**src/hdl/psol_pkg.sv**
```systemverilog
// package: shared types and codes of the open list
`default_nettype none

package psol_pkg;

  // command codes of an input item
  typedef enum logic {
    CMD_PUSH = 1'b0,
    CMD_POP  = 1'b1
  } psol_cmd_e;

  // result status codes
  typedef enum logic [2:0] {
    STAT_DONE    = 3'd0,
    STAT_UPDATED = 3'd1,
    STAT_KEPT    = 3'd2,
    STAT_FULL    = 3'd3,
    STAT_EMPTY   = 3'd4
  } psol_status_e;

  // sequencer states
  typedef enum logic [2:0] {
    PS_IDLE,
    PS_SCAN,
    PS_APPEND,
    PS_MOVE,
    PS_FINISH
  } psol_state_e;

  // input item
  typedef struct packed {
    logic        command;
    logic [7:0]  cell_x;
    logic [7:0]  cell_y;
    logic [15:0] cost_h;
    logic [15:0] cost_g;
  } psol_in_t;

  // result item
  typedef struct packed {
    logic [2:0]  status;
    logic [7:0]  out_x;
    logic [7:0]  out_y;
    logic [15:0] out_h;
    logic [15:0] out_g;
    logic [16:0] out_f;
    logic [8:0]  entries_held;
  } psol_out_t;

  // flags from the compare unit to the sequencer
  typedef struct packed {
    logic hit;       // read entry holds the pushed cell
    logic keep_old;  // held total is less than the pushed total
    logic better;    // read entry beats the current best
  } psol_flags_t;

endpackage

`default_nettype wire

```
**src/hdl/psol_unit.sv**
```systemverilog
// shared compare unit: total of the read entry, cell match and ordering tests
`default_nettype none

module psol_unit
  import psol_pkg::*;
#(
  parameter int CW = 8,
  parameter int KW = 16
) (
  input  wire logic [2*CW+2*KW-1:0] rd_entry_i,
  input  wire logic [CW-1:0]        item_x_i,
  input  wire logic [CW-1:0]        item_y_i,
  input  wire logic [KW:0]          item_f_i,
  input  wire logic [KW-1:0]        best_h_i,
  input  wire logic [KW:0]          best_f_i,
  output logic      [KW:0]          rd_f_o,
  output psol_flags_t               flags_o
);

  localparam int EW = 2*CW + 2*KW;

  logic [CW-1:0] rd_x;
  logic [CW-1:0] rd_y;
  logic [KW-1:0] rd_h;
  logic [KW-1:0] rd_g;

  // unpack the entry
  assign rd_x = rd_entry_i[EW-1 -: CW];
  assign rd_y = rd_entry_i[EW-CW-1 -: CW];
  assign rd_h = rd_entry_i[2*KW-1 -: KW];
  assign rd_g = rd_entry_i[KW-1:0];

  // total cost of the read entry
  assign rd_f_o = {1'b0, rd_h} + {1'b0, rd_g};

  // match and ordering
  always_comb begin
    flags_o.hit      = (rd_x == item_x_i) && (rd_y == item_y_i);
    flags_o.keep_old = (rd_f_o < item_f_i);
    flags_o.better   = (rd_f_o < best_f_i) || ((rd_f_o == best_f_i) && (rd_h < best_h_i));
  end

endmodule

`default_nettype wire

```
**config.mk**
```make
export PLATFORM = sky130hd
export DESIGN_NAME = psol_unit
export DESIGN_NICKNAME = d
export VERILOG_FILES = /design/src/hdl/psol_pkg.sv /design/src/hdl/psol_unit.sv
export SDC_FILE = /design/constraint.sdc
export NUM_CORES = 1
export LEC_CHECK = 0
export ABC_AREA = 1
export BUFFER_PORTS_ARGS = -buffer_cell sky130_fd_sc_hd__buf_2
export CORE_UTILIZATION = 43
export DETAILED_ROUTE_END_ITERATION = 10
export PLACE_DENSITY_LB_ADDON = 0.3
export SLEW_MARGIN = 25
export SYNTH_ARGS = -nofsm -noshare
export SYNTH_HDL_FRONTEND = slang
export SYNTH_SLANG_ARGS = --single-unit
export TNS_END_PERCENT = 20
```
**constraint.sdc**
```tcl
create_clock -name vclk -period 3.8
set_input_delay 0.57 -clock vclk [all_inputs]
set_output_delay 0.57 -clock vclk [all_outputs]
set_load 0.01 [all_outputs]
```
==> reports/qor.csv <==
metric;value;unit
outcome;complete, no violations;
dpl hpwl;5.702;mm
Power Dens Cells;164.5;mW/mm²
fin crit period;3.494;ns
routed via count;2874;
Worst Path Required;3.23;ns
first-pass GRT wire length;10.31;mm
leak pwr;2.039;nW
largest net degree at the start of global routing;7;
Post-CTS Setup Bufs;0;
unrepaired setup endpoints after global routing;false;
maximum vdd drop;0.00006032;V
total grt overflow;0;
num ports;134;
Synth cell types;23;
DRT iter0 DRCs;66;
post-synthesis average cell area;5.817;µm²
CP top delay family;simple AND/OR/NAND/NOR gates;
synth warn;0;
critical path capture point type;output pin;
max cap viols;0;
synthesis-to-finish area growth;32.50;%
slowest cell on the critical path;fa_2;
Fill cells;552;
Initial Utilization;45.26;%
WP depth;16;
Die Footprint;0.005779;mm²
drt via density;4.719;
# setup viols final;0;
worst hold slack;1.489;ns
row count;26;
RePlAce Congestion;0.8171;
max-slew violations;0;
Die Wd;76.02;µm
sequential area share after synthesis;0;%
ANT cells;0;
vias in the first global route;2672;
sequential cell area;0;µm²
cell mode on critical path;nand3_1;
layout cells sized above 1;27.64;%
Core Util, Final;59.98;%
Core Footprint;0.005205;mm²
Tcrit/Tclk final;91.94;%
Post-Route WL;6.031;mm
area of the mapped netlist;0.002356;mm²
crit path from;rd_entry_i[0];
Total GRT Usage;20.38;%
setup tns final;0;ns
DRT Pass-1 Iters;4;
Synth top area share;33.99;%
Post-Syn Nets;584;
Critical Path Source Type;primary input;
Critical Path End;flags_o[1];
buffer and inverter count on the worst path;2;
CP peak stage delay;0.37;ns
critical path type;in -> out;
Die H;76.02;µm
antenna-violating nets left;0;
Post-Syn Instances;405;
initial antenna violation count;0;
highest net fanout along the worst path;4;
drt drc;0;
sequential cell count;0;
worst hold path type;in -> out;
max_slew headroom;75.61;%
WL per Instance;9.903;µm
port bufs;134;
final hold vios;0;
crit-path cells;buf_2, ha_1, fa_2, nand3_1, nand2_2, nand3_1, nand3_1, nand2_1, nand3_1, ha_1, nand2_1, nor2_1, nand2_1, a211oi_1, nor2_1, buf_2;
top post-synthesis cells by area;ha_1 (34%), nand2_1 (17%), inv_1 (13%), a21oi_1 (6.2%), nor2_1 (5.4%);
largest area contributor in the netlist;ha_1;
actual slew at the worst max-slew pin;0.3646;ns
clock buffers;0;
Final nets;720;
crit path DAT;2.92;ns
Achievable Freq;0.2862;GHz
[power by group]
group,total (mW),switching (mW),internal (mW)
Clock,0,0,0
Combinational,0.514,0.290,0.223
Sequential,0,0,0
Total,0.514,0.290,0.223
[synth_stat cells (all sizes together)]
cell type	instances
nor3	7
o21a	3
ha	64
o21ai	11
nand3b	1
and2	1
xor2	8
a21oi	31
a211oi	1
inv	87
or2	3
nand4	7
o21bai	1
xnor2	12
nand3	19
nand2	113
fa	1
nor2	34
o211ai	1
[placed cells by master, fill, tap and decap left out]
cell type  count
a211oi_1       1
a21oi_1       29
a21oi_2        2
and2_1         1
buf_2        134
fa_2           1
ha_1          64
inv_1         84
inv_2          3
nand2_1      108
nand2_2        5
nand3_1       19
nand3b_1       1
nand4_1        7
nor2_1        34
nor3_1         6
nor3_2         1
o211ai_1       1
o21a_1         3
o21ai_0       10
o21ai_1        1
o21bai_1       1
or2_2          3
xnor2_1       12
xor2_1         8
[worst min-delay path by stage]
stage	startpoint	end	slack (ns)	cells after the start
after detailed placement	item_f_i[0]	flags_o[1]	1.49	4
final	item_f_i[0]	flags_o[1]	1.49	4
after global routing	item_f_i[0]	flags_o[1]	1.50	4
after CTS	item_f_i[0]	flags_o[1]	1.49	4
after floorplan	rd_entry_i[16]	rd_f_o[0]	1.29	1
after global placement	rd_entry_i[0]	rd_f_o[0]	1.49	3
[kinds of logic after synthesis]
| family | count (synthesis) | share of synthesized area [%] |
|---|---|---|
| adder cells (fa/ha/maj) | 65 | 34.84 |
| AND/OR/NAND/NOR | 185 | 32.71 |
| AO/OA/AOI/OAI | 48 | 11.15 |
| buffers and inverters | 87 | 13.86 |
| XOR/XNOR | 20 | 7.435 |
[layout make-up]
cell class / count / area (µm²) / area share [%]
inverters: 87 / 326.6 / 10.46
multi-input cells: 318 / 2037 / 65.25
well taps: 70 / 87.58 / 2.806
repair buffers: 134 / 670.6 / 21.48
[repair_timing]
item / CTS / global route
setup endpoints to repair: 0 / 1
endpoints found under the hold margin: 0 / 0
hold buffers: 0 / 0
gates resized for setup: 0 / 2
[per-layer routing]
metal  wire (µm)  track usage, %  share of wire [%]  up-vias
li1            -               -                  -     1560
met1        2670           24.05                 44     1224
met2        3032           41.09                 50       86
met3         286           1.317                4.7        4
met4          42           1.731               0.70        0
met5           0               0                  0        -
[through the flow]
stage	instance area (µm²)	setup WS, ns	instances	power (mW)
floorplan	2356	0.5566	405	0.3374
global placement	3114	0.2938	609	0.4985
detailed placement	3114	0.2039	609	0.5150
CTS	3114	0.2018	609	0.5171
global route	3122	0.02569	609	0.5913
finish	3122	0.3063	609	0.5135
Note: power is estimated with default switching activity, not from simulation.
