### src/hdl/psol_pkg.sv
// package: shared types and codes of the open list
`default_nettype none

package psol_pkg;

  // command codes of an input item
  typedef enum logic {
    CMD_PUSH = 1'b0,
    CMD_POP  = 1'b1
  } psol_cmd_e;

  // result status codes
  typedef enum logic [2:0] {
    STAT_DONE    = 3'd0,
    STAT_UPDATED = 3'd1,
    STAT_KEPT    = 3'd2,
    STAT_FULL    = 3'd3,
    STAT_EMPTY   = 3'd4
  } psol_status_e;

  // sequencer states
  typedef enum logic [2:0] {
    PS_IDLE,
    PS_SCAN,
    PS_APPEND,
    PS_MOVE,
    PS_FINISH
  } psol_state_e;

  // input item
  typedef struct packed {
    logic        command;
    logic [7:0]  cell_x;
    logic [7:0]  cell_y;
    logic [15:0] cost_h;
    logic [15:0] cost_g;
  } psol_in_t;

  // result item
  typedef struct packed {
    logic [2:0]  status;
    logic [7:0]  out_x;
    logic [7:0]  out_y;
    logic [15:0] out_h;
    logic [15:0] out_g;
    logic [16:0] out_f;
    logic [8:0]  entries_held;
  } psol_out_t;

  // flags from the compare unit to the sequencer
  typedef struct packed {
    logic hit;       // read entry holds the pushed cell
    logic keep_old;  // held total is less than the pushed total
    logic better;    // read entry beats the current best
  } psol_flags_t;

endpackage

`default_nettype wire

### src/hdl/psol_ctrl.sv
// sequencer: scans the store one entry per cycle and builds the result
`default_nettype none

module psol_ctrl
  import psol_pkg::*;
#(
  parameter int CAPACITY = 256,
  parameter int CW       = 8,
  parameter int KW       = 16
) (
  input  wire logic                        clk_i,
  input  wire logic                        rst_ni,
  input  wire logic                        in_valid_i,
  output logic                             in_stall_o,
  input  wire psol_in_t                    in_data_i,
  output logic                             out_valid_o,
  input  wire logic                        out_stall_i,
  output psol_out_t                        out_data_o,
  // store ports
  output logic                             we_o,
  output logic [$clog2(CAPACITY)-1:0]      waddr_o,
  output logic [2*CW+2*KW-1:0]             wdata_o,
  output logic [$clog2(CAPACITY)-1:0]      raddr_o,
  input  wire logic [2*CW+2*KW-1:0]        rdata_i,
  // compare unit ports
  output logic [CW-1:0]                    item_x_o,
  output logic [CW-1:0]                    item_y_o,
  output logic [KW:0]                      item_f_o,
  output logic [KW-1:0]                    best_h_o,
  output logic [KW:0]                      best_f_o,
  input  wire logic [KW:0]                 rd_f_i,
  input  wire psol_flags_t                 flags_i
);

  localparam int IW    = $clog2(CAPACITY);
  localparam int CNT_W = $clog2(CAPACITY + 1);
  localparam int EW    = 2*CW + 2*KW;

  psol_state_e        state_q, state_d;
  logic [CNT_W-1:0]   cnt_q, cnt_d;
  logic [CNT_W-1:0]   iss_q, iss_d;
  logic [CNT_W-1:0]   chk_q, chk_d;
  logic               rvalid_q, rvalid_d;
  psol_cmd_e          cmd_q, cmd_d;
  logic [CW-1:0]      item_x_q, item_x_d;
  logic [CW-1:0]      item_y_q, item_y_d;
  logic [KW-1:0]      item_h_q, item_h_d;
  logic [KW-1:0]      item_g_q, item_g_d;
  logic [KW:0]        item_f_q, item_f_d;
  logic [EW-1:0]      best_e_q, best_e_d;
  logic [KW:0]        best_f_q, best_f_d;
  logic [IW-1:0]      best_idx_q, best_idx_d;
  logic [EW-1:0]      move_q, move_d;
  psol_status_e       status_q, status_d;
  logic               out_valid_q, out_valid_d;
  psol_out_t          out_q, out_d;

  logic               last_chk;
  logic               taken;
  logic [CW-1:0]      best_x;
  logic [CW-1:0]      best_y;
  logic [KW-1:0]      best_g;

  assign best_x   = best_e_q[EW-1 -: CW];
  assign best_y   = best_e_q[EW-CW-1 -: CW];
  assign best_h_o = best_e_q[2*KW-1 -: KW];
  assign best_g   = best_e_q[KW-1:0];
  assign best_f_o = best_f_q;
  assign item_x_o = item_x_q;
  assign item_y_o = item_y_q;
  assign item_f_o = item_f_q;

  assign last_chk = (chk_q == cnt_q - CNT_W'(1));
  assign taken    = (chk_q == '0) || flags_i.better;
  assign raddr_o  = iss_q[IW-1:0];

  assign in_stall_o  = (state_q != PS_IDLE);
  assign out_valid_o = out_valid_q;
  assign out_data_o  = out_q;

  // control registers
  always_ff @(posedge clk_i or negedge rst_ni) begin
    if (!rst_ni) begin
      state_q     <= PS_IDLE;
      cnt_q       <= '0;
      rvalid_q    <= 1'b0;
      out_valid_q <= 1'b0;
    end else begin
      state_q     <= state_d;
      cnt_q       <= cnt_d;
      rvalid_q    <= rvalid_d;
      out_valid_q <= out_valid_d;
    end
  end

  // payload registers
  always_ff @(posedge clk_i) begin
    iss_q      <= iss_d;
    chk_q      <= chk_d;
    cmd_q      <= cmd_d;
    item_x_q   <= item_x_d;
    item_y_q   <= item_y_d;
    item_h_q   <= item_h_d;
    item_g_q   <= item_g_d;
    item_f_q   <= item_f_d;
    best_e_q   <= best_e_d;
    best_f_q   <= best_f_d;
    best_idx_q <= best_idx_d;
    move_q     <= move_d;
    status_q   <= status_d;
    out_q      <= out_d;
  end

  // next state and datapath control
  always_comb begin
    state_d     = state_q;
    cnt_d       = cnt_q;
    iss_d       = iss_q;
    chk_d       = chk_q;
    rvalid_d    = 1'b0;
    cmd_d       = cmd_q;
    item_x_d    = item_x_q;
    item_y_d    = item_y_q;
    item_h_d    = item_h_q;
    item_g_d    = item_g_q;
    item_f_d    = item_f_q;
    best_e_d    = best_e_q;
    best_f_d    = best_f_q;
    best_idx_d  = best_idx_q;
    move_d      = move_q;
    status_d    = status_q;
    out_valid_d = out_valid_q;
    out_d       = out_q;
    we_o        = 1'b0;
    waddr_o     = cnt_q[IW-1:0];
    wdata_o     = {item_x_q, item_y_q, item_h_q, item_g_q};

    // output register drains on transfer
    if (out_valid_q && !out_stall_i) begin
      out_valid_d = 1'b0;
    end

    case (state_q)
      PS_IDLE: begin
        if (in_valid_i) begin
          cmd_d    = psol_cmd_e'(in_data_i.command);
          item_x_d = CW'(in_data_i.cell_x);
          item_y_d = CW'(in_data_i.cell_y);
          item_h_d = KW'(in_data_i.cost_h);
          item_g_d = KW'(in_data_i.cost_g);
          item_f_d = {1'b0, KW'(in_data_i.cost_h)} + {1'b0, KW'(in_data_i.cost_g)};
          iss_d    = '0;
          chk_d    = '0;
          if (cnt_q == '0) begin
            if (in_data_i.command == CMD_POP) begin
              status_d = STAT_EMPTY;
              state_d  = PS_FINISH;
            end else begin
              state_d = PS_APPEND;
            end
          end else begin
            state_d = PS_SCAN;
          end
        end
      end

      PS_SCAN: begin
        // issue one read a cycle over the held slots
        if (iss_q != cnt_q) begin
          rvalid_d = 1'b1;
          iss_d    = iss_q + CNT_W'(1);
        end
        // check the entry read last cycle
        if (rvalid_q) begin
          chk_d = chk_q + CNT_W'(1);
          if (cmd_q == CMD_PUSH) begin
            if (flags_i.hit) begin
              rvalid_d = 1'b0;
              state_d  = PS_FINISH;
              if (flags_i.keep_old) begin
                status_d = STAT_KEPT;
              end else begin
                we_o     = 1'b1;
                waddr_o  = chk_q[IW-1:0];
                wdata_o  = {rdata_i[EW-1 -: 2*CW], item_h_q, item_g_q};
                status_d = STAT_UPDATED;
              end
            end else if (last_chk) begin
              rvalid_d = 1'b0;
              state_d  = PS_APPEND;
            end
          end else begin
            if (taken) begin
              best_e_d   = rdata_i;
              best_f_d   = rd_f_i;
              best_idx_d = chk_q[IW-1:0];
            end
            // the final slot read is the one that fills the hole
            if (last_chk) begin
              move_d   = rdata_i;
              rvalid_d = 1'b0;
              state_d  = PS_MOVE;
            end
          end
        end
      end

      PS_APPEND: begin
        if (cnt_q == CNT_W'(CAPACITY)) begin
          status_d = STAT_FULL;
        end else begin
          we_o     = 1'b1;
          cnt_d    = cnt_q + CNT_W'(1);
          status_d = STAT_DONE;
        end
        state_d = PS_FINISH;
      end

      PS_MOVE: begin
        we_o     = 1'b1;
        waddr_o  = best_idx_q;
        wdata_o  = move_q;
        cnt_d    = cnt_q - CNT_W'(1);
        status_d = STAT_DONE;
        state_d  = PS_FINISH;
      end

      PS_FINISH: begin
        if (!out_valid_q || !out_stall_i) begin
          out_d              = '0;
          out_d.status       = status_q;
          out_d.entries_held = 9'(cnt_q);
          if (cmd_q == CMD_POP && status_q == STAT_DONE) begin
            out_d.out_x = 8'(best_x);
            out_d.out_y = 8'(best_y);
            out_d.out_h = 16'(best_h_o);
            out_d.out_g = 16'(best_g);
            out_d.out_f = 17'(best_f_q);
          end
          out_valid_d = 1'b1;
          state_d     = PS_IDLE;
        end
      end

      default: begin
        state_d = PS_IDLE;
      end
    endcase
  end

endmodule

`default_nettype wire

### config.mk
export PLATFORM = sky130hd
export DESIGN_NAME = psol_ctrl
export DESIGN_NICKNAME = d
export VERILOG_FILES = /design/src/hdl/psol_pkg.sv /design/src/hdl/psol_ctrl.sv
export SDC_FILE = /design/constraint.sdc
export NUM_CORES = 1
export LEC_CHECK = 0
export ABC_AREA = 1
export BUFFER_PORTS_ARGS = -buffer_cell sky130_fd_sc_hd__clkbuf_2
export CORE_ASPECT_RATIO = 1.25
export CORE_MARGIN = 5
export CORE_UTILIZATION = 50
export CTS_BUF_LIST = sky130_fd_sc_hd__clkbuf_16
export CTS_CLUSTER_DIAMETER = 80
export CTS_CLUSTER_SIZE = 10
export DETAILED_ROUTE_END_ITERATION = 7
export PLACE_DENSITY = 0.76
export SYNTH_ARGS = -nofsm -noshare
export SYNTH_HDL_FRONTEND = slang
export SYNTH_SLANG_ARGS = --single-unit
### constraint.sdc
create_clock -name clk_i -period 8.4 [get_ports clk_i]
set_input_delay 0.42 -clock clk_i [delete_from_list [all_inputs] [get_ports clk_i]]
set_output_delay 0.42 -clock clk_i [all_outputs]
set_load 0.02 [all_outputs]
==> impl_metrics.tcl, run 1 <==
set metrics [dict create \
    die_height_um 188.8 \
    mostFrequentLayoutCells "clkbuf_2, edfxtp_1, nand2_1, inv_1, nor2_1" \
    final_nets 1527 \
    synth_cells 1060 \
    ir_drop_mv 0.1624 \
    synth-edff-count 285 \
    routed_via_density 5.143 \
    clockRootBuffer "clkbuf_16" \
    status "completed" \
    setup-tns-final_ps 0 \
    finalCritPeriodShare_pct 41.22 \
    grt_max_degree 66 \
    grt_pass1_vias 9071 \
    p_switching_mw 1.834 \
    synth_warnings 0 \
    synth_fp_nets 1203 \
    layout-drive-gt1-share_pct 30.38 \
    core.rowCount 65 \
    cp_max_fo 25 \
    crit_path_max_incr_delay_ps 580 \
    min_path_type "in2reg" \
    num-fill-cells 1990 \
    dpl-instance-area_um2 14630 \
    start_kind "register" \
    syn_area_um2 12790 \
    fin_area_um2 15540 \
    drtAntennaViolNets 0 \
    die_area_um2 28900 \
    ctsHtreeMaxLevel 2 \
    seq_power_share_pct 43.5 \
    fin_hold_ws_ps 96.06 \
    syn_avg_cell_area_um2 12.07 \
    initial_core_util_pct 50.73 \
    cp_cell_sequence "inv_2 -> nor2_2 -> nand2_2 -> inv_2 -> nand3_2 -> o221ai_1 -> clkbuf_2" \
    gr-total-overflow 0 \
    slew_headroom_pct 22.01 \
    async_flop_share_pct 4.682 \
    drtIter0Drc 613 \
    finalClockSkew_ps 18.80 \
    multi_input_area_um2 2955 \
    antenna_found_initial 0 \
    register_area_um2 8909 \
    clk_pin_slew_ps 60 \
    area_delta_synth_final_pct 21.52 \
    period_minus_slack_ps 3462 \
    wl_um 32440 \
    grt_pass1_wl_um 50040 \
    p_leak_nw 6.830 \
    crit_path_top_delay_cell "o221ai_1" \
    cp_common_cell "inv_2" \
    combPwrFrac_pct 31.2 \
    antenna-diode-count 0 \
    cp_top_family "simple AND/OR/NAND/NOR gates" \
    synth-seq-cells 299 \
    setup_viol 0 \
    vias 8866 \
    hold_viol 0 \
    cp_data_arrival_time_ps 3040 \
    core_area_um2 25210 \
    track_usage_pct 21.91 \
    power_density_nw_per_um2 323.1 \
    finalPower_mw 5.022 \
    drv_cap 0 \
    ctsLongestPathBuffers 3 \
    portBuffers 330 \
    ys.flop_type "edfxtp_1" \
    ios 331 \
    dp_hpwl_um 23340 \
    critPathBufInv 3 \
    cts.sink_count 299 \
    critPathKind "reg2out" \
    end_kind "primary output" \
    detail_route.wl_per_cell_um 18.82 \
    fmax_ghz 0.2888 \
    p_clk_share_pct 25.3 \
    cts_tree "yes" \
    slew_viol_final 0 \
    cts_buffers 35 \
    dr.pass1.iters 5 \
    power.internal_mw 3.188 \
    tightest_slew_ps 1166 \
    ys_seq_area_share_pct 69.65 \
    swShare_pct 36.51 \
    yosysUniqueCellTypes 50 \
    clock_latency_ps 500 \
    rsz0062_at_grt "no" \
    die_w_um 153.1 \
    drc 0 \
    cp.required_ps 7980 \
    place_congestion 0.9026 \
    final_common_cell "clkbuf_2" \
]
## synth_stat cells, types with 14 or more instances
cell	count	area [um2]
buf_4	25	187.7
nand3_1	37	185.2
nor3_1	14	70.07
inv_1	159	596.8
xor2_1	20	175.2
edfxtp_1	285	8558
o21ai_0	19	95.09
nor2_1	106	397.9
ha_1	21	262.8
dfrtp_1	14	350.3
a21oi_1	33	165.2
nand2_1	187	701.9
o221ai_1	24	210.2
## flip-flops by register name (all words and copies together) (netlist names)
register and count:
iss_q 9, item_f_o 17, best_f_o 17, item_x_o 8
out_valid_o 1, rvalid_q 1, out_data_o 77, chk_q 9
best_idx_q 8, cmd_q 1, item_h_q 16, item_g_q 16
item_y_o 8, cnt_q 9, state_q 3, best_e_q 48
status_q 3, move_q 48
## metrics by stage
step / util (%) / std cells / setup WS (ps)
floorplan: - / 1060 / 3169
global placement: 58.01 / 1681 / 5265
detailed placement: 58.01 / 1681 / 5180
CTS: 61.65 / 1724 / 4927
global route: 61.65 / 1724 / 4798
finish: 61.65 / 1724 / 4938
## cell type report
cell class / count / share of cell area, %
sequential: 299 / 57.32
multi-input combinational: 540 / 19.01
timing repair buffer: 338 / 11.03
clock buffer: 35 / 5.635
inverter: 170 / 4.106
tap: 335 / 2.697
clock inverter: 7 / 0.2013
## cell families after synthesis
kind of cell,synth area share (%)
simple gates,12.78
xor+xnor,2.094
compound gates,5.762
flops,69.65
buf+inv,7.503
fa+ha+maj,2.211
## power groups by stage
stage / sequential [mW] / clock, mW / combinational [mW]
6_report: 2.18 / 1.27 / 1.57
5_1_grt: 2.22 / 1.36 / 1.71
4_1_cts: 2.18 / 1.30 / 1.58
3_5_place_dp: 2.21 / 0 / 1.57
3_3_place_gp: 2.20 / 0 / 1.55
2_1_floorplan: 2.31 / 0 / 0.963
## worst paths after layout
path,slack [ps],start,endpoint,cells past startpoint
max in group asynchronous,7740,rst_ni,out_valid_o,2
setup reg to reg,5170,state_q[0],best_e_q[22],7
setup / recovery,4940,state_q[0],waddr_o[2],7
hold reg to reg,460,status_q[0],out_data_o[74],0
min in group asynchronous,380,rst_ni,cnt_q[4],2
hold / removal,100,rd_f_i[14],best_f_o[14],1
## timing repair
action / in CTS / in global routing
resized for setup: 0 / 0
hold buffers: 1 / 0
hold endpoints to repair: 14 / 0
setup buffers: 0 / 0
## metal layers
metal | vias up | global-route usage (%) | wire (um)
li1 | 4208 | - | -
met1 | 4192 | 26.82 | 12790
met2 | 377 | 38.03 | 16120
met3 | 89 | 5.146 | 2287
met4 | 0 | 7.919 | 1239
met5 | - | 0 | 0
No activity file was read; power rests on OpenSTA's default activity.
==> inputs of run 2 (changes only) <==
--- a/config.mk
+++ b/config.mk
@@ -9,7 +9,7 @@
 export BUFFER_PORTS_ARGS = -buffer_cell sky130_fd_sc_hd__clkbuf_2
 export CORE_ASPECT_RATIO = 1.25
 export CORE_MARGIN = 5
-export CORE_UTILIZATION = 50
+export CORE_UTILIZATION = 48
 export CTS_BUF_LIST = sky130_fd_sc_hd__clkbuf_16
 export CTS_CLUSTER_DIAMETER = 80
 export CTS_CLUSTER_SIZE = 10
==> constraint.sdc (replaced) <==
create_clock -name clk_i -period 2.9 [get_ports clk_i]
set_input_delay 0.145 -clock clk_i [delete_from_list [all_inputs] [get_ports clk_i]]
set_output_delay 0.145 -clock clk_i [all_outputs]
set_load 0.02 [all_outputs]
==> run 2 against run 1 <==
  * Sequential share of layout area fell by 4.7 points
  * Routed wire length rose by 9.3%
  * Largest power group unchanged
  * Combinational power rose to 3.1 times the previous value
  * Largest cell class unchanged
  * Critical path depth grew 1
==> impl_metrics.tcl, run 2 (synthesis results as in run 1) <==
set metrics [dict create \
    status "completed" \
    post-route-worst-setup-slack_ps 315.1 \
    grt_pass1_wl_um 54520 \
    finalCritPeriodShare_pct 89.13 \
    ctsLongestPathBuffers 3 \
    period_minus_slack_ps 2585 \
    dr.pass1.iters 5 \
    p_switching_mw 5.469 \
    fin_hold_ws_ps 77.26 \
    wl_met3_um 2804 \
    gr-total-overflow 0 \
    drtAntennaViolNets 0 \
    ios 331 \
    r2r_slack_ps 470 \
    cp.required_ps 2760 \
    power.internal_mw 9.563 \
    grt_pass1_vias 10033 \
    critPathKind "reg2out" \
    antenna_found_initial 0 \
    drtIter0Drc 690 \
    crit_path_max_incr_delay_ps 440 \
    combPwrFrac_pct 32.1 \
    rsz0062_at_grt "no" \
    crit_path_top_delay_cell "dfrtp_1" \
    end_kind "primary output" \
    die_w_um 156 \
    cts_buffers 35 \
    finalNonFillerCells 1864 \
    cts.sink_count 299 \
    met1_length_um 13270 \
    drv_cap 0 \
    hold_viol 0 \
    fmax_ghz 0.3869 \
    highest_layer "met4" \
    register_area_um2 8909 \
    die_area_um2 30030 \
    detail_route.wl_per_cell_um 19.03 \
    final_common_cell "clkbuf_2" \
    routed_via_density 5.104 \
    clock_latency_ps 500 \
    place_congestion 1.000 \
    area_delta_synth_final_pct 32.31 \
    setup_viol 0 \
    track_usage_pct 23.46 \
    vias 9513 \
    multi_input_area_um2 2979 \
    die_height_um 192.5 \
    slew_headroom_pct 42.14 \
    hold_depth 5 \
    seq_power_share_pct 42.1 \
    ff2ff_path_depth 13 \
    p_clk_share_pct 25.8 \
    cp_data_arrival_time_ps 2440 \
    power_density_nw_per_um2 888.3 \
    clk_pin_slew_ps 50 \
    slew_viol_final 0 \
    min_path_type "in2reg" \
    clockRootBuffer "clkbuf_16" \
    ctsHtreeMaxLevel 2 \
    swShare_pct 36.38 \
    reg2reg_from "cnt_q[0]" \
    tightest_slew_ps 867.9 \
    start_kind "register" \
    wl_met2_um 18210 \
    cp_max_fo 19 \
    final_nets 1654 \
    finalClockSkew_ps 15.00 \
    grt_max_degree 55 \
    ir_drop_mv 0.5752 \
    holdPathEnd "state_q[1]" \
    placed_cells_incl_taps 1696 \
    cp_cell_sequence "inv_2 -> nor2_2 -> nand2_2 -> inv_2 -> nand3_2 -> buf_4 -> o221ai_1 -> clkbuf_2" \
    core.rowCount 66 \
    cts_resized 0 \
    dp_hpwl_um 24320 \
    num-fill-cells 1949 \
    p_leak_nw 7.453 \
    mostFrequentLayoutCells "clkbuf_2, edfxtp_1, nand2_1, inv_1, dlygate4sd3_1" \
    portBuffers 330 \
    core_area_um2 26180 \
    antenna-diode-count 0 \
    timing.rr.end "move_q[47]" \
    dp_slack_ps 484.1 \
    layout-drive-gt1-share_pct 28.74 \
    drc 0 \
    cts_tree "yes" \
    min-delay-start "in_valid_i" \
    largest_register_ff_count 77 \
    cp_common_cell "inv_2" \
    initial_core_util_pct 48.86 \
    wl_um 35470 \
]
## run 2: cell types whose count changed in the layout (fill, tap and decap cells not counted), moves of 2 or more
cell and delta:
dlygate4sd3_1 +115, buf_4 +10, inv_1 +6, buf_12 +2
clkbuf_16 +2
## run 2: what timing repair did
action | CTS | global route
buffers inserted | 0 | 2
endpoints found under the hold margin | 179 | 0
hold buffers | 116 | 0
endpoints found under the setup margin | 0 | 15
## run 2: critical path, delay by kind of cell (launching register included)
kind	cells	cell delay [ps]
AO/OA/AOI/OAI	1	300
AND/OR/NAND/NOR	3	430
flip-flops	1	440
buffers and inverters	4	760
## run 2: cell type report
| cell class | count | share of cell area, % |
|---|---|---|
| Tap cell | 340 | 2.514 |
| Multi-Input combinational cell | 540 | 17.60 |
| Inverter | 170 | 3.771 |
| Sequential cell | 299 | 52.64 |
| Clock buffer | 37 | 5.471 |
| Clock inverter | 13 | 0.3845 |
| Timing Repair Buffer | 465 | 17.61 |
## run 2: how the worst max path moves through the flow
stage                  endpoint  cells past startpoint  slack, ps       start
floorplan             move_q[0]                      7        -40    cnt_q[0]
global placement     move_q[33]                     13        500    cnt_q[0]
detailed placement   move_q[32]                     13        480    cnt_q[0]
CTS                 wdata_o[37]                      9         50  state_q[0]
global route         wdata_o[1]                      8        170  state_q[0]
finish               waddr_o[7]                      8        320  state_q[0]
## run 2: metal layers
metal	vias up	global-route usage (%)
met3	80	4.397
met4	0	8.387
met5	-	0
met1	4518	28.42
met2	448	41.82
li1	4467	-
## run 2: power groups by stage
stage	registers [mW]	logic [mW]	clock network (mW)
2_1_floorplan	6.65	2.85	0
3_3_place_gp	6.38	4.64	0
3_5_place_dp	6.41	4.68	0
4_1_cts	6.33	4.83	3.95
5_1_grt	6.42	5.27	4.14
6_report	6.33	4.83	3.87
## run 2: per-stage QoR
stage	cell area, um2	power (mW)	utilization, %	TNS [ps]
CTS	16910	15.11	64.59	0
detailed placement	14760	11.09	56.37	0
finish	16920	15.03	64.64	0
floorplan	12840	9.498	-	-1825
global route	16920	15.83	64.64	0
global placement	14760	11.01	56.37	0
